$ cat src/hdl/welf_pkg.sv
// Shared types and constants for the windowed extremum level finder.
package welf_pkg;

   // Reset window length: 9 points a day times 5 days (week resolution)
   localparam logic [7:0] WEEK_WINDOW = 8'(9 * 5);

   // CSR word index of the window length register
   localparam logic [0:0] REG_WINDOW_LENGTH = 1'b0;

   // Level kinds
   localparam logic KIND_SUPPORT    = 1'b0;
   localparam logic KIND_RESISTANCE = 1'b1;

   // Result slots of one item, in emission order
   localparam logic [1:0] SLOT_PEND_MIN = 2'd0;
   localparam logic [1:0] SLOT_PEND_MAX = 2'd1;
   localparam logic [1:0] SLOT_WIN_MIN  = 2'd2;
   localparam logic [1:0] SLOT_WIN_MAX  = 2'd3;

   // What to do with a held level once the next price is known
   typedef enum logic [1:0] {
      DEC_DROP    = 2'd0,
      DEC_EMIT    = 2'd1,
      DEC_IF_NEXT = 2'd2
   } decision_type;

   // One input item
   typedef struct packed {
      logic        end_of_series;
      logic [39:0] timestamp;
      logic [31:0] price;
   } item_type;

   // One level payload
   typedef struct packed {
      logic [39:0] level_time;
      logic [31:0] level_price;
   } level_type;

   // All results caused by one item, one slot per possible result
   typedef struct packed {
      logic [3:0]            mask;
      level_type [3:0]       level;
   } bundle_type;

endpackage

$ cat src/hdl/welf_in_reg.sv
// Input register stage: holds one accepted item until the level logic takes it.
module welf_in_reg (
   input  logic               clock,
   input  logic               reset,
   input  logic               req_tvalid,
   output logic               req_tready,
   input  welf_pkg::item_type req_item,
   output logic               item_valid_o,
   output welf_pkg::item_type item_o,
   input  logic               take_i
);
   import welf_pkg::*;

   logic     valid_ff, valid_in;
   item_type item_ff;

   // Free when empty or when the held item moves on this cycle
   assign req_tready = !valid_ff || take_i;

   always_comb begin
      valid_in = valid_ff;
      if (req_tvalid && req_tready) begin
         valid_in = 1'b1;
      end else if (take_i) begin
         valid_in = 1'b0;
      end
   end

   always_ff @(posedge clock) begin
      if (reset) begin
         valid_ff <= 1'b0;
      end else begin
         valid_ff <= valid_in;
      end
   end

   always_ff @(posedge clock) begin
      if (req_tvalid && req_tready) begin
         item_ff <= req_item;
      end
   end

   assign item_valid_o = valid_ff;
   assign item_o       = item_ff;

endmodule

$ cat src/hdl/welf_level_calc.sv
// Window tracking: running min/max, end-of-window decisions and held levels.
module welf_level_calc #(
   parameter int POSITION_BITS = 8
) (
   input  logic                 clock,
   input  logic                 reset,
   input  logic [7:0]           window_length_i,
   input  logic                 item_valid_i,
   input  welf_pkg::item_type   item_i,
   input  logic                 queue_free_i,
   output logic                 take_o,
   output logic                 load_o,
   output welf_pkg::bundle_type bundle_o
);
   import welf_pkg::*;

   localparam int CMP_W = ((POSITION_BITS > 8) ? POSITION_BITS : 8) + 1;

   // State registers
   logic [31:0]              prev_price_ff;
   logic                     has_prev_ff, has_prev_in;
   logic [POSITION_BITS-1:0] pos_ff, pos_in;
   logic [31:0]              min_price_ff, min_price_in;
   logic [39:0]              min_time_ff, min_time_in;
   logic [POSITION_BITS-1:0] min_pos_ff, min_pos_in;
   logic [31:0]              max_price_ff, max_price_in;
   logic [39:0]              max_time_ff, max_time_in;
   logic [POSITION_BITS-1:0] max_pos_ff, max_pos_in;
   logic                     start_has_prior_ff, start_has_prior_in;
   logic [31:0]              start_prior_ff, start_prior_in;
   logic [31:0]              pmin_price_ff;
   logic [39:0]              pmin_time_ff;
   decision_type             pmin_dec_ff, pmin_dec_in;
   logic [31:0]              pmax_price_ff;
   logic [39:0]              pmax_time_ff;
   decision_type             pmax_dec_ff, pmax_dec_in;

   logic              pos_zero, window_end;
   logic [CMP_W-1:0]  pos_count;
   logic              emit_pmin, emit_pmax, emit_wmin, emit_wmax;
   logic              min_first, min_last, max_first, max_last;
   decision_type      dmin, dmax;
   logic [3:0]        mask;

   assign pos_zero  = (pos_ff == '0);
   assign pos_count = CMP_W'(pos_ff) + CMP_W'(1);
   assign window_end = (pos_count >= CMP_W'(window_length_i)) ||
                       (pos_ff == {POSITION_BITS{1'b1}}) || item_i.end_of_series;

   // Held levels of the previous window, resolved by this price
   assign emit_pmin = (pmin_dec_ff == DEC_EMIT) ||
                      ((pmin_dec_ff == DEC_IF_NEXT) && (item_i.price > pmin_price_ff));
   assign emit_pmax = (pmax_dec_ff == DEC_EMIT) ||
                      ((pmax_dec_ff == DEC_IF_NEXT) && (item_i.price < pmax_price_ff));

   // Running extremes; min keeps the first tie, max the last
   always_comb begin
      min_price_in = min_price_ff;
      min_time_in  = min_time_ff;
      min_pos_in   = min_pos_ff;
      max_price_in = max_price_ff;
      max_time_in  = max_time_ff;
      max_pos_in   = max_pos_ff;
      start_has_prior_in = start_has_prior_ff;
      start_prior_in     = start_prior_ff;
      if (pos_zero) begin
         start_has_prior_in = has_prev_ff;
         start_prior_in     = prev_price_ff;
         min_price_in = item_i.price;
         min_time_in  = item_i.timestamp;
         min_pos_in   = '0;
         max_price_in = item_i.price;
         max_time_in  = item_i.timestamp;
         max_pos_in   = '0;
      end else begin
         if (item_i.price < min_price_ff) begin
            min_price_in = item_i.price;
            min_time_in  = item_i.timestamp;
            min_pos_in   = pos_ff;
         end
         if (item_i.price >= max_price_ff) begin
            max_price_in = item_i.price;
            max_time_in  = item_i.timestamp;
            max_pos_in   = pos_ff;
         end
      end
   end

   // End-of-window decisions
   assign min_first = (min_pos_in == '0);
   assign min_last  = (min_pos_in == pos_ff);
   assign max_first = (max_pos_in == '0);
   assign max_last  = (max_pos_in == pos_ff);

   always_comb begin
      priority if (!min_first && !min_last) begin
         dmin = DEC_EMIT;
      end else if (min_first && start_has_prior_in && (start_prior_in > min_price_in)) begin
         dmin = DEC_EMIT;
      end else if (min_last) begin
         dmin = DEC_IF_NEXT;
      end else begin
         dmin = DEC_DROP;
      end
      priority if (!max_first && !max_last) begin
         dmax = DEC_EMIT;
      end else if (max_first && start_has_prior_in && (start_prior_in < max_price_in)) begin
         dmax = DEC_EMIT;
      end else if (max_last) begin
         dmax = DEC_IF_NEXT;
      end else begin
         dmax = DEC_DROP;
      end
   end

   // A series end has no follower: only firm decisions go out now
   assign emit_wmin = item_i.end_of_series && (dmin == DEC_EMIT);
   assign emit_wmax = item_i.end_of_series && (dmax == DEC_EMIT);

   assign mask = {emit_wmax, emit_wmin, emit_pmax, emit_pmin};

   // Items without results never wait for the output side
   assign take_o = item_valid_i && ((mask == 4'b0000) || queue_free_i);
   assign load_o = take_o && (mask != 4'b0000);

   always_comb begin
      bundle_o.mask = mask;
      bundle_o.level[SLOT_PEND_MIN].level_price = pmin_price_ff;
      bundle_o.level[SLOT_PEND_MIN].level_time  = pmin_time_ff;
      bundle_o.level[SLOT_PEND_MAX].level_price = pmax_price_ff;
      bundle_o.level[SLOT_PEND_MAX].level_time  = pmax_time_ff;
      bundle_o.level[SLOT_WIN_MIN].level_price  = min_price_in;
      bundle_o.level[SLOT_WIN_MIN].level_time   = min_time_in;
      bundle_o.level[SLOT_WIN_MAX].level_price  = max_price_in;
      bundle_o.level[SLOT_WIN_MAX].level_time   = max_time_in;
   end

   // Next control state
   always_comb begin
      pmin_dec_in = DEC_DROP;
      pmax_dec_in = DEC_DROP;
      if (window_end && !item_i.end_of_series) begin
         pmin_dec_in = dmin;
         pmax_dec_in = dmax;
      end
      pos_in      = window_end ? '0 : (pos_ff + POSITION_BITS'(1));
      has_prev_in = !item_i.end_of_series;
   end

   always_ff @(posedge clock) begin
      if (reset) begin
         has_prev_ff <= 1'b0;
         pos_ff      <= '0;
         pmin_dec_ff <= DEC_DROP;
         pmax_dec_ff <= DEC_DROP;
      end else if (take_o) begin
         has_prev_ff <= has_prev_in;
         pos_ff      <= pos_in;
         pmin_dec_ff <= pmin_dec_in;
         pmax_dec_ff <= pmax_dec_in;
      end
   end

   // Payload state
   always_ff @(posedge clock) begin
      if (take_o) begin
         prev_price_ff      <= item_i.price;
         min_price_ff       <= min_price_in;
         min_time_ff        <= min_time_in;
         min_pos_ff         <= min_pos_in;
         max_price_ff       <= max_price_in;
         max_time_ff        <= max_time_in;
         max_pos_ff         <= max_pos_in;
         start_has_prior_ff <= start_has_prior_in;
         start_prior_ff     <= start_prior_in;
         if (window_end) begin
            pmin_price_ff <= min_price_in;
            pmin_time_ff  <= min_time_in;
            pmax_price_ff <= max_price_in;
            pmax_time_ff  <= max_time_in;
         end
      end
   end

`ifndef SYNTHESIS
   a_window_restart: assert property (@(posedge clock) disable iff (reset)
      take_o && window_end |=> pos_ff == '0)
      else $error("position not cleared after window end");
   a_series_end_clears: assert property (@(posedge clock) disable iff (reset)
      take_o && item_i.end_of_series |=>
         !has_prev_ff && pmin_dec_ff == DEC_DROP && pmax_dec_ff == DEC_DROP)
      else $error("state left over after series end");
   a_mid_window_no_pending: assert property (@(posedge clock) disable iff (reset)
      take_o && !window_end |=> pmin_dec_ff == DEC_DROP && pmax_dec_ff == DEC_DROP)
      else $error("held level created inside a window");
`endif

endmodule

$ cat src/hdl/welf_out_queue.sv
// Result register: holds an item's levels, one out per cycle unless stalled.
module welf_out_queue (
   input  logic                 clock,
   input  logic                 reset,
   input  logic                 load_i,
   input  welf_pkg::bundle_type bundle_i,
   output logic                 queue_free_o,
   output logic                 rsp_tvalid,
   input  logic                 rsp_tready,
   output logic [71:0]          rsp_tdata,
   output logic [0:0]           rsp_tuser,
   output logic                 rsp_tlast
);
   import welf_pkg::*;

   logic [3:0] mask_ff, mask_in;
   bundle_type bundle_ff;
   logic [1:0] sel;
   logic [3:0] sel_bit;
   level_type  level;
   logic       kind;
   logic       accept;

   // Lowest pending slot goes first
   always_comb begin
      priority if (mask_ff[0]) begin
         sel = SLOT_PEND_MIN;
      end else if (mask_ff[1]) begin
         sel = SLOT_PEND_MAX;
      end else if (mask_ff[2]) begin
         sel = SLOT_WIN_MIN;
      end else begin
         sel = SLOT_WIN_MAX;
      end
   end

   always_comb begin
      unique case (sel)
         SLOT_PEND_MIN, SLOT_WIN_MIN: kind = KIND_SUPPORT;
         default:                     kind = KIND_RESISTANCE;
      endcase
   end

   assign sel_bit = 4'b0001 << sel;
   assign level   = bundle_ff.level[sel];
   assign accept  = rsp_tvalid && rsp_tready;

   assign rsp_tvalid   = (mask_ff != 4'b0000);
   assign rsp_tdata    = {level.level_time, level.level_price};
   assign rsp_tuser[0] = kind;
   assign rsp_tlast    = ((mask_ff & ~sel_bit) == 4'b0000);

   // Free when empty or when the last level leaves this cycle
   assign queue_free_o = !rsp_tvalid || (accept && rsp_tlast);

   always_comb begin
      mask_in = mask_ff;
      if (load_i) begin
         mask_in = bundle_i.mask;
      end else if (accept) begin
         mask_in = mask_ff & ~sel_bit;
      end
   end

   always_ff @(posedge clock) begin
      if (reset) begin
         mask_ff <= 4'b0000;
      end else begin
         mask_ff <= mask_in;
      end
   end

   always_ff @(posedge clock) begin
      if (load_i) begin
         bundle_ff <= bundle_i;
      end
   end

`ifndef SYNTHESIS
   a_load_when_free: assert property (@(posedge clock) disable iff (reset)
      load_i |-> queue_free_o)
      else $error("levels loaded over undelivered levels");
   a_load_not_empty: assert property (@(posedge clock) disable iff (reset)
      load_i |=> rsp_tvalid)
      else $error("empty level set loaded");
   a_hold_while_stalled: assert property (@(posedge clock) disable iff (reset)
      rsp_tvalid && !rsp_tready |=> rsp_tvalid && $stable(rsp_tdata) &&
         $stable(rsp_tuser) && $stable(rsp_tlast))
      else $error("level changed while stalled");
`endif

endmodule

$ cat src/hdl/windowed_extremum_level_finder_core.sv
// Top level of the windowed extremum level finder: CSR, input stage, level logic, output.
// Flow: an accepted item waits in the input register until the level logic takes it; its
//   levels are then loaded into the result register and offered on rsp from then on.
// Throughput: one item per cycle while the result register is free; an item with k levels
//   drains them one per cycle unless rsp stalls; items without levels pass freely.
// Reset (synchronous, active high): window length back to 45, no previous point,
//   position zero, nothing held, input and output registers empty.
module windowed_extremum_level_finder_core #(
   parameter int POSITION_BITS = 8
) (
   input  logic        clock,
   input  logic        reset,
   // Input items
   input  logic        req_tvalid,
   output logic        req_tready,
   input  logic [71:0] req_tdata,   // [31:0] price, [71:32] timestamp
   input  logic        req_tlast,   // end_of_series
   // Result items
   output logic        rsp_tvalid,
   input  logic        rsp_tready,
   output logic [71:0] rsp_tdata,   // [31:0] level_price, [71:32] level_time
   output logic [0:0]  rsp_tuser,   // [0] level_kind
   output logic        rsp_tlast,   // last_of_run
   // Configuration
   input  logic        csr_psel,
   input  logic        csr_penable,
   input  logic        csr_pwrite,
   input  logic [2:0]  csr_paddr,
   input  logic [31:0] csr_pwdata,
   output logic [31:0] csr_prdata,
   output logic        csr_pready
);
   import welf_pkg::*;

   logic [7:0] window_length_ff;
   logic       csr_write, csr_hit;
   item_type   req_item, item;
   logic       item_valid, take, load, queue_free;
   bundle_type bundle;

   // Window length register
   assign csr_pready = 1'b1;
   assign csr_hit    = (csr_paddr[2] == REG_WINDOW_LENGTH);
   assign csr_write  = csr_psel && csr_penable && csr_pwrite && csr_pready && csr_hit;
   assign csr_prdata = csr_hit ? {24'd0, window_length_ff} : 32'd0;

   always_ff @(posedge clock) begin
      if (reset) begin
         window_length_ff <= WEEK_WINDOW;
      end else if (csr_write) begin
         window_length_ff <= csr_pwdata[7:0];
      end
   end

   // Unpack the input item
   assign req_item.price         = req_tdata[31:0];
   assign req_item.timestamp     = req_tdata[71:32];
   assign req_item.end_of_series = req_tlast;

   welf_in_reg u_in_reg (
      .clock        (clock),
      .reset        (reset),
      .req_tvalid   (req_tvalid),
      .req_tready   (req_tready),
      .req_item     (req_item),
      .item_valid_o (item_valid),
      .item_o       (item),
      .take_i       (take)
   );

   welf_level_calc #(
      .POSITION_BITS (POSITION_BITS)
   ) u_level_calc (
      .clock           (clock),
      .reset           (reset),
      .window_length_i (window_length_ff),
      .item_valid_i    (item_valid),
      .item_i          (item),
      .queue_free_i    (queue_free),
      .take_o          (take),
      .load_o          (load),
      .bundle_o        (bundle)
   );

   welf_out_queue u_out_queue (
      .clock        (clock),
      .reset        (reset),
      .load_i       (load),
      .bundle_i     (bundle),
      .queue_free_o (queue_free),
      .rsp_tvalid   (rsp_tvalid),
      .rsp_tready   (rsp_tready),
      .rsp_tdata    (rsp_tdata),
      .rsp_tuser    (rsp_tuser),
      .rsp_tlast    (rsp_tlast)
   );

endmodule
$ cat config.mk
export PLATFORM = sky130hd
export DESIGN_NAME = windowed_extremum_level_finder_core
export DESIGN_NICKNAME = d
export VERILOG_FILES = /design/src/hdl/welf_pkg.sv /design/src/hdl/welf_in_reg.sv /design/src/hdl/welf_level_calc.sv /design/src/hdl/welf_out_queue.sv /design/src/hdl/windowed_extremum_level_finder_core.sv
export SDC_FILE = /design/constraint.sdc
export NUM_CORES = 1
export LEC_CHECK = 0
export BUFFER_PORTS_ARGS = -buffer_cell sky130_fd_sc_hd__buf_2
export CAP_MARGIN = 25
export CELL_PAD_IN_SITES_DETAIL_PLACEMENT = 2
export CELL_PAD_IN_SITES_GLOBAL_PLACEMENT = 2
export CORE_MARGIN = 5
export CORE_UTILIZATION = 30
export DETAILED_ROUTE_END_ITERATION = 10
export PLACE_DENSITY = 0.57
export SYNTH_ARGS = -nofsm -noshare
export SYNTH_HDL_FRONTEND = slang
export SYNTH_SLANG_ARGS = --single-unit
$ cat constraint.sdc
create_clock -name clock -period 19.8 [get_ports clock]
set_input_delay 1.98 -clock clock [delete_from_list [all_inputs] [get_ports clock]]
set_output_delay 1.98 -clock clock [all_outputs]
set_load 0.01 [all_outputs]
==> run metrics, run 1 <==
Worst Path Max Fanout=38; endpoints failing hold=0; crit path cell chain=inv_1 > ha_1 > nand4_1 > buf_4 > nand3_1 > nor2_4 > buf_4 > mux2i_1 > ha_1 > a21o_1 > a21oi_1 > o22ai_1 > o21ai_0 > o211a_1 > o21ai_1 > a2111oi_4 > a211o_1 > o211ai_1 > buf_2; minimum hold slack=approximately 400 ps; FP Rows=between 100 and 150; Post-Synth Adder-Cell Area=under 10%; largest cells by area after synthesis=edfxtp_1, ha_1, mux2_2; setup violators final=0; part of the cycle the worst path needs=53.3%; ys flop type=edfxtp_1; min-delay worst type=reg2reg; Final GP Congestion=0.756; R2R setup slack=between 9000 and 10000 ps; pre-CTS WS=9470 ps; Lkg Pwr=14.3 nW; via count=around 20000; crit end category=primary output; worst setup path class=reg2out; fmax=94.7 MHz; maximum vdd ir drop=approximately 0.000084 V; Critical R2R Launch=u_level_calc.pos_ff[0]$_SDFFE_PP0P_; Final #Nets=approximately 2800; Worst-Margin Slew=around 1100 ps; first drt pass iteration count=5; Final Max Slew Viols=0; Root Driver=clkbuf_16; Sink Count=756; post-cts resize count=0; overall routed net length=95400 um; CTS buffer count=slightly below 90; Synth cell types=77; most frequent cells after synthesis=edfxtp_1, inv_1, ha_1; Hold Crit Endpoint=u_out_queue.bundle_ff[55]$_DFFE_PP_; synth-to-layout area growth=16.1%; port buffer count=172; Required @ worst endpoint=between 15000 and 20000 ps; main combinational cell family by area after synthesis=compound AO/OA/AOI/OAI gates; critical hold path startpoint=u_level_calc.pmin_time_ff[23]$_DFFE_PP_; synthesis-stage register bit count=756; Synth Area in Compound Gates=around a tenth; top cell type's share of synthesized area=~67%; DR iter-0 viols=between 1000 and 1500; core area=~110000 um2; Synth Area in XOR/XNOR=less than 1%; Async S/R FF share, synth=0%; vias in the first global route=22200; syn avg cell area=roughly 14 um2; post-route setup slack=~9200 ps; clk_skew=approximately 42 ps; synth warn=0; crit path launch type=flip-flop; mapped cell area=about 33000 um2; status=finished clean; Initial Utilization=30.1%; Die X=340 um; R2R cell count=22; most common cell in the netlist=edfxtp_1; Slowest cell on crit path=nor2_4; gr usage total=16.2%; first-pass GRT wire length=approximately 140000 um; Final Critical Period=between 10000 and 15000 ps; EDFF count, synth=730; Via density=between 4 and 5; drt drc=0; post-synthesis simple-gate area fraction=approximately 5.4%; Largest stage delay, worst path=860 ps; reg-to-reg critical path endpoint=u_level_calc.pmax_time_ff[19]$_DFFE_PP_; Seq/Total Area, Yosys=68.6%; cell count after synthesis=2306; worst-case clock buffer depth=3; htree depth=3; GR Overflow Total=0; CTS tree=built; Top Family by Delay on Critical Path=compound AO/OA/AOI/OAI gates; Die Area=roughly 120000 um2; # IOs=between 200 and 250; CTS clk-pin slew, worst paths=60 ps; DP Wirelength=62200 um; Max-Cap Viols=0; antenna violations before repair=10; Synth area leader=edfxtp_1; Hold-fix buffers, CTS=0; RSZ-0062 raised after global routing=no; WHS Path Cells=0; ANT nets after route=0; Buf/Inv on CP=4; setup TNS=0 ps; Final Util=35.0%; Post-CTS Setup Bufs=0; Arr. time, crit path=~8600 ps; Slew HR=29.5%; fillcell total=~11000; largest net degree at the start of global routing=between 150 and 200; Power Density=about 100 nW/um2; share of cells above drive strength 1=about 17%; WL/cell=roughly 24 um; height of the die=~340 um; Worst-Skew Late Latency=~670 ps; post-synthesis mux area share=under 10%
## how the worst max path moves through the flow
stage / to / cells past startpoint / slack [ps] / from
3_5_place_dp: u_level_calc.pmax_price_ff[27]$_DFFE_PP_ / 22 / 9470 / u_level_calc.pos_ff[0]$_SDFFE_PP0P_
6_report: req_tready / 19 / 9240 / u_level_calc.pos_ff[0]$_SDFFE_PP0P_
2_1_floorplan: u_out_queue.bundle_ff[0]$_DFFE_PP_ / 22 / 2450 / u_in_reg.item_o[15]$_DFFE_PP_
3_3_place_gp: u_level_calc.pmax_price_ff[27]$_DFFE_PP_ / 20 / 9350 / u_level_calc.pos_ff[0]$_SDFFE_PP0P_
4_1_cts: req_tready / 19 / 9100 / u_level_calc.pos_ff[0]$_SDFFE_PP0P_
5_1_grt: req_tready / 19 / 8780 / u_level_calc.pos_ff[0]$_SDFFE_PP0P_
## power by group
group / total [mW] / switching (mW) / internal (mW)
Clock: 1.56 / 0.680 / 0.878
Sequential: 1.95 / 0.0469 / 1.91
Combinational: 0.434 / 0.291 / 0.143
## cells in the final DEF, fill, tap and decap left out, drive strengths merged, types with 6 or more instances in the layout
| master | count |
|---|---|
| mux2 | 88 |
| inv | 230 |
| and3 | 7 |
| ha | 199 |
| edfxtp | 730 |
| dfxtp | 26 |
| nor3 | 12 |
| mux2i | 35 |
| nor2b | 12 |
| clkinv | 42 |
| buf | 195 |
| nand3 | 16 |
| or4 | 6 |
| a21oi | 165 |
| o21ai | 55 |
| nor2 | 81 |
| a211oi | 22 |
| conb | 25 |
| a21o | 36 |
| o22ai | 151 |
| o211ai | 10 |
| clkbuf | 109 |
| nand4 | 37 |
| nand2 | 156 |
| nand2b | 11 |
| o21a | 16 |
| xnor2 | 6 |
## routing by layer
layer  share of wire [%]  routed length, um  up-vias  GRT usage, %
li1                    -                  -     9108             -
met1                  44              41800    10200          20.7
met2                  50              47600      316          28.4
met3                 4.0               3780      132          2.75
met4                 2.3               2230        4          4.55
met5               0.024                 23        -             0
## registers in the layout, summed over array words and instances (netlist names), 2 cells and up
name and flops:
u_level_calc.max_time_ff 40, u_level_calc.pmin_price_ff 32, u_out_queue.bundle_ff 288, u_level_calc.start_prior_ff 32, u_level_calc.pmax_time_ff 40, u_level_calc.min_price_ff 32, window_length_ff 8, u_out_queue.mask_ff 4
u_level_calc.min_pos_ff 8, u_level_calc.pmin_time_ff 40, u_level_calc.pmax_dec_ff 2, u_level_calc.pmax_price_ff 32, u_in_reg.item_o 73, u_level_calc.pmin_dec_ff 2, u_level_calc.min_time_ff 40, u_level_calc.max_pos_ff 8
u_level_calc.prev_price_ff 32, u_level_calc.max_price_ff 32, u_level_calc.pos_ff 8
## kinds of logic after synthesis
logic type | Yosys count
flip-flops | 756
AO/OA/AOI/OAI | 511
AND/OR/NAND/NOR | 371
buffers and inverters | 333
adder cells (fa/ha/maj) | 200
multiplexers | 123
XOR/XNOR | 10
other | 2
## layout make-up
cell class | count | area, um2 | area share, %
Inverter | 226 | 858 | 2.26
Sequential cell | 756 | 22400 | 59.1
Clock inverter | 53 | 455 | 1.20
Timing Repair Buffer | 195 | 1110 | 2.91
Clock buffer | 109 | 2280 | 6.01
Multi-Input combinational cell | 1240 | 9050 | 23.8
Antenna cell | 4 | 10.0 | 0.0264
Tap cell | 1414 | 1770 | 4.66
## metrics by stage
stage                     std cells  power [mW]  instance area (um2)
after floorplan                2329        2.26                32800
after global placement         3828        2.40                35100
after detailed placement       3829        2.43                35200
after CTS                      3991        4.02                37900
after global routing           3993        4.13                38000
final                          3997        3.94                38000
No activity file was read; power rests on OpenSTA's default activity.
==> run 2, diff against run 1 <==
- PLACE_DENSITY: 0.57 -> 0.6
- clock period: 19.8 -> 9 ns (I/O delays scaled with it)
==> run 2 against run 1 <==
Against the previous run: via count grew 0.90%; flip-flop and latch count stayed put; utilization rose by 0.27 points; register-to-register slack worse by 8600 ps; sequential share of layout area fell by 0.45 points; global-route usage up 0.058 points; clock power grew 130%; sequential power is 120% higher; non-clock buffer count up 21; clock skew down 12 ps.
==> run metrics, run 2 (same netlist as run 1, synthesis figures left out) <==
gr usage total=16.3% (+0.058 points); post-route cell area=38300 um2 (+0.77%); post-cts resize count=0 (unchanged); synth-to-layout area growth=17.0%; part of the cycle the worst path needs=between 90% and 100%; Final Max Slew Viols=0 (unchanged); first-pass GRT wire length=143000 um (about the same); uppermost routed layer=met4; Worst Path Max Fanout=46 (+21%); DP Wirelength=65000 um (+4.6%); Final Critical Period=~8400 ps; Final GP Congestion=0.786 (+4.0%); worst setup path class=reg2out; DR iter-0 viols=1261 (+11%); pre-CTS WS=1080 ps (-8390 ps); largest net degree at the start of global routing=93 (-41%); Power Density=230 nW/um2 (+120%); most frequent cells in the layout=edfxtp_1, inv_1, ha_1; max reg flops=288 (unchanged); Slew HR=29.7% (+0.17 points); Initial Utilization=30.1% (unchanged); GR Overflow Total=0 (unchanged); height of the die=340 um (unchanged); port buffer count=172 (unchanged); overall routed net length=96100 um (+0.68%); wl on met1=42600 um (+1.9%); Lkg Pwr=14.4 nW (+1.0%); Placed Instance Area=35400 um2 (+0.76%); metal2 WL=48300 um (+1.4%); core area=109000 um2 (unchanged); WL/cell=23.9 um (+0.27%); critical hold path startpoint=req_tdata[34]; reg-to-reg critical path endpoint=u_in_reg.item_o[10]$_DFFE_PP_; antenna violations before repair=5 (-5); vias in the first global route=22300 (+0.23%); Post-CTS Setup Bufs=0 (unchanged); setup TNS=0 ps (unchanged); CTS buffer count=87 (-1.1%); WHS Path Cells=1 (+1); first drt pass iteration count=5 (unchanged); maximum vdd ir drop=0.000123 V (+48%); Hold Crit Endpoint=u_in_reg.item_o[34]$_DFFE_PP_; Required @ worst endpoint=8100 ps (-9720 ps); Reg with most FFs=u_out_queue.bundle_ff; Final Util=35.3% (+0.27 points); worst-case clock buffer depth=3 (unchanged); crit end category=primary output; Die Area=116000 um2 (unchanged); R2R cell count=23 (+4.5%); Root Driver=clkbuf_16; status=finished clean; Critical R2R Launch=u_in_reg.item_o[15]$_DFFE_PP_; clk_skew=30.3 ps (-11.7 ps); R2R setup slack=1090 ps (-8620 ps); ANT nets after route=0 (unchanged); Arr. time, crit path=7500 ps (-1080 ps); CTS tree=built; crit path launch type=flip-flop; Worst-Margin Slew=1050 ps (-9.52 ps); setup violators final=0 (unchanged); RSZ-0062 raised after global routing=no; FP Rows=121 (unchanged); Via density=4.98 (+0.50%); endpoints failing hold=0 (unchanged); Sink Count=756 (unchanged); share of cells above drive strength 1=17.3% (+0.55 points); Hold-fix buffers, CTS=0 (unchanged); commonest non-fill, non-tap cell in the layout=edfxtp_1; post-route setup slack=603 ps (-8640 ps); drt drc=0 (unchanged); met3 WL=3360 um (-11%); Final #Nets=2841 (+0.71%); Worst-Skew Late Latency=680 ps (about the same); CTS clk-pin slew, worst paths=60 ps (about the same); fmax=between 100 and 150 MHz; via count=20000 (+0.90%); min-delay worst type=in2reg; Max-Cap Viols=0 (unchanged); # IOs=224 (unchanged); htree depth=3 (unchanged); Die X=340 um (unchanged)
run 2: final cells by class:
class | count | area, um2
Inverter | 226 | 858
Antenna cell | 3 | 7.51
Sequential cell | 756 | 22400
Multi-Input combinational cell | 1240 | 9040
Fill cell | 11000 | 70300
Clock buffer | 113 | 2300
Tap cell | 1414 | 1770
Clock inverter | 45 | 523
Timing Repair Buffer | 216 | 1330
run 2: power by group:
| group | total, mW | internal (mW) | switching (mW) |
|---|---|---|---|
| Combinational | 0.981 | 0.329 | 0.652 |
| Sequential | 4.29 | 4.19 | 0.103 |
| Clock | 3.52 | 2.04 | 1.47 |
run 2: stage by stage:
step,power [mW],hold slack (ps),cells
2_1_floorplan,4.94,400,2329
5_1_grt,9.20,361,4012
4_1_cts,8.93,343,4010
3_3_place_gp,5.30,400,3851
3_5_place_dp,5.36,406,3852
6_report,8.79,402,4013
run 2: per-layer routing:
layer	global-route usage, %	vias to the layer above
met5	0	-
met4	4.35	0
met3	2.45	99
met2	28.5	334
met1	21.1	10400
li1	-	9143
run 2: worst max path at each step:
| stage | startpoint | slack [ps] | to |
|---|---|---|---|
| after global routing | u_in_reg.item_o[15]$_DFFE_PP_ | 40 | req_tready |
| final | u_in_reg.item_o[15]$_DFFE_PP_ | 600 | req_tready |
| after CTS | u_in_reg.item_o[15]$_DFFE_PP_ | 490 | req_tready |
| after detailed placement | u_in_reg.item_o[15]$_DFFE_PP_ | 1080 | u_in_reg.item_o[10]$_DFFE_PP_ |
| after global placement | u_in_reg.item_o[15]$_DFFE_PP_ | 1210 | u_in_reg.item_o[10]$_DFFE_PP_ |
| after floorplan | u_in_reg.item_o[15]$_DFFE_PP_ | 5 | u_out_queue.bundle_ff[0]$_DFFE_PP_ |
run 2: critical path, stage by stage, from the launching register on:
cell and delay [ps]:
edfxtp_1 370, buf_4 180, ha_1 330, a211oi_1 320, nand2_1 180, or3_1 380, a211o_1 390, a21o_1 280
nand2_4 540, buf_4 440, nor2_1 70, a21oi_1 250, ha_1 320, a21o_1 190, nand2_1 60, a31oi_1 70
nor3_1 240, o221ai_1 200, o31ai_1 670, mux2i_1 310, a211o_1 470, o211ai_1 330, buf_2 220
==> run 3, diff against run 2 <==
- BUFFER_PORTS_ARGS: -buffer_cell sky130_fd_sc_hd__buf_2 -> unset
- DONT_BUFFER_PORTS: unset -> 1
- PLACE_DENSITY: 0.6 -> 0.57
==> run 3 against run 2 <==
Against the previous run: count of clock-buffer cells in the layout shrank 5; utilization shrank 0.65 points; clock skew grew 4.2 ps; sequential share of layout area grew 1.1 points; routed wire length shrank 1.4%; register-to-register slack gained 430 ps; hold slack lost 87 ps; combinational power shrank 5.4%; cell area shrank 1.8%; largest cell class unchanged.
==> run metrics, run 3 (same netlist as run 1, synthesis figures left out) <==
status=finished clean; FP Rows=121 (unchanged); CTS tree=built; Worst-Margin Slew=993 ps (-55.1 ps); first drt pass iteration count=5 (unchanged); CTS clk-pin slew, worst paths=60 ps (about the same); endpoints failing hold=0 (unchanged); setup violators final=0 (unchanged); Final Max Slew Viols=0 (unchanged); Max-Cap Viols=0 (unchanged); Final Critical Period=8060 ps (-336 ps); Via density=5.04 (+1.1%); GR Overflow Total=0 (unchanged); via count=19400 (-3.2%); WL/cell=24.7 um (+3.0%); Final #Nets=2664 (-6.2%); drt drc=0 (unchanged); first-pass GRT wire length=140000 um (-2.2%); DP Wirelength=62900 um (-3.3%); crit end category=primary output; RSZ-0062 raised after global routing=no; ANT nets after route=0 (unchanged); share of cells above drive strength 1=11.4% (-5.9 points); Hold-fix buffers, CTS=0 (unchanged); Final GP Congestion=0.765 (-2.8%); crit path launch type=flip-flop; Required @ worst endpoint=8100 ps (about the same); Root Driver=clkbuf_16; worst setup path startpoint=u_in_reg.item_o[15]$_DFFE_PP_; Critical R2R Launch=u_in_reg.item_o[15]$_DFFE_PP_; commonest non-fill, non-tap cell in the layout=edfxtp_1; synth-to-layout area growth=14.8%; Final Util=34.6% (-0.65 points); core area=109000 um2 (unchanged); # IOs=224 (unchanged); Lkg Pwr=13.8 nW (-4.2%); Post-CTS Setup Bufs=0 (unchanged); setup TNS=0 ps (unchanged); Arr. time, crit path=7160 ps (-340 ps); port buffer count=0 (-100%); antenna violations before repair=13 (+8); Power Density=240 nW/um2 (+4.4%); overall routed net length=94800 um (-1.4%); part of the cycle the worst path needs=89.6% (-3.7 points); grt met1 use=20.7% (-0.33 points); max reg flops=288 (unchanged); min-delay worst type=in2reg; Slew HR=33.4% (+3.7 points); clk_skew=34.6 ps (+4.23 ps); most frequent cells in the layout=edfxtp_1, inv_1, ha_1; gr usage total=16.0% (-0.27 points); Worst Path Max Fanout=43 (-6.5%); post-cts resize count=0 (unchanged); worst-case clock buffer depth=3 (unchanged); Initial Utilization=30.1% (unchanged); CTS buffer count=90 (+3.4%); fmax=124 MHz (+4.2%); GR peak layer=met2; critical hold path startpoint=reset; worst setup path class=reg2out; Sink Count=756 (unchanged); vias in the first global route=21100 (-5.4%); Die X=340 um (unchanged); largest net degree at the start of global routing=85 (-8.6%); height of the die=340 um (unchanged); Reg with most FFs=u_out_queue.bundle_ff; GR Util met3=3.46% (+1.0 points); maximum vdd ir drop=0.000189 V (+53%); met2 usage=27.0% (-1.5 points); Die Area=116000 um2 (unchanged); DR iter-0 viols=1150 (-8.8%); htree depth=3 (unchanged); Worst-Skew Late Latency=670 ps (about the same)
run 3: layout make-up:
type / count / area, um2
fill: 10900 / 71000
clock inverter: 58 / 712
antenna: 4 / 10.0
tap: 1414 / 1770
multi-input combinational: 1240 / 9040
timing repair buffer: 36 / 383
clock buffer: 108 / 2340
sequential: 756 / 22400
inverter: 226 / 861
run 3: final timing paths:
path / endpoint / slack [ps] / depth (start not counted)
worst min register to register: u_out_queue.bundle_ff[41]$_DFFE_PP_ / 410 / 0
worst max-delay path: req_tready / 940 / 22
worst max register to register: u_in_reg.item_o[5]$_DFFE_PP_ / 1520 / 24
worst min-delay path: window_length_ff[7]$_SDFFE_PP0P_ / 310 / 1
run 3: power by group:
part	switching (mW)	internal (mW)	total, mW
logic	0.629	0.299	0.928
clock network	1.52	2.27	3.79
registers	0.102	4.19	4.29
run 3: stage by stage:
step	instances	cell area, um2	power (mW)	hold WS (ps)	setup WS, ps
4_1_cts	3838	37600	9.15	257	831
3_3_place_gp	3671	34500	5.25	400	1480
2_1_floorplan	2329	32800	4.94	400	4.99
6_report	3842	37600	9.01	315	939
5_1_grt	3839	37600	9.41	264	547
3_5_place_dp	3672	34500	5.31	406	1500
run 3: layer usage:
metal,wire [um],vias to the layer above,part of all wire [%]
li1,-,8798,-
met1,41700,10100,44
met2,46000,340,49
met3,4480,122,4.7
met4,2560,4,2.7
met5,27,-,0.028
run 3: critical path: stages (launching register included):
cell,delay (ps)
edfxtp_1,360
buf_4,180
ha_1,340
a211oi_1,250
nand2_1,160
or3_1,360
a211o_1,350
a21o_1,310
nand2_4,500
buf_4,400
nor2_1,70
a21oi_1,240
ha_1,300
nor2b_1,130
o2111ai_1,200
a31oi_1,120
nor3_1,180
o221ai_1,170
o31ai_1,640
mux2i_1,310
a211o_1,470
o211ai_1,220
buf_4,190
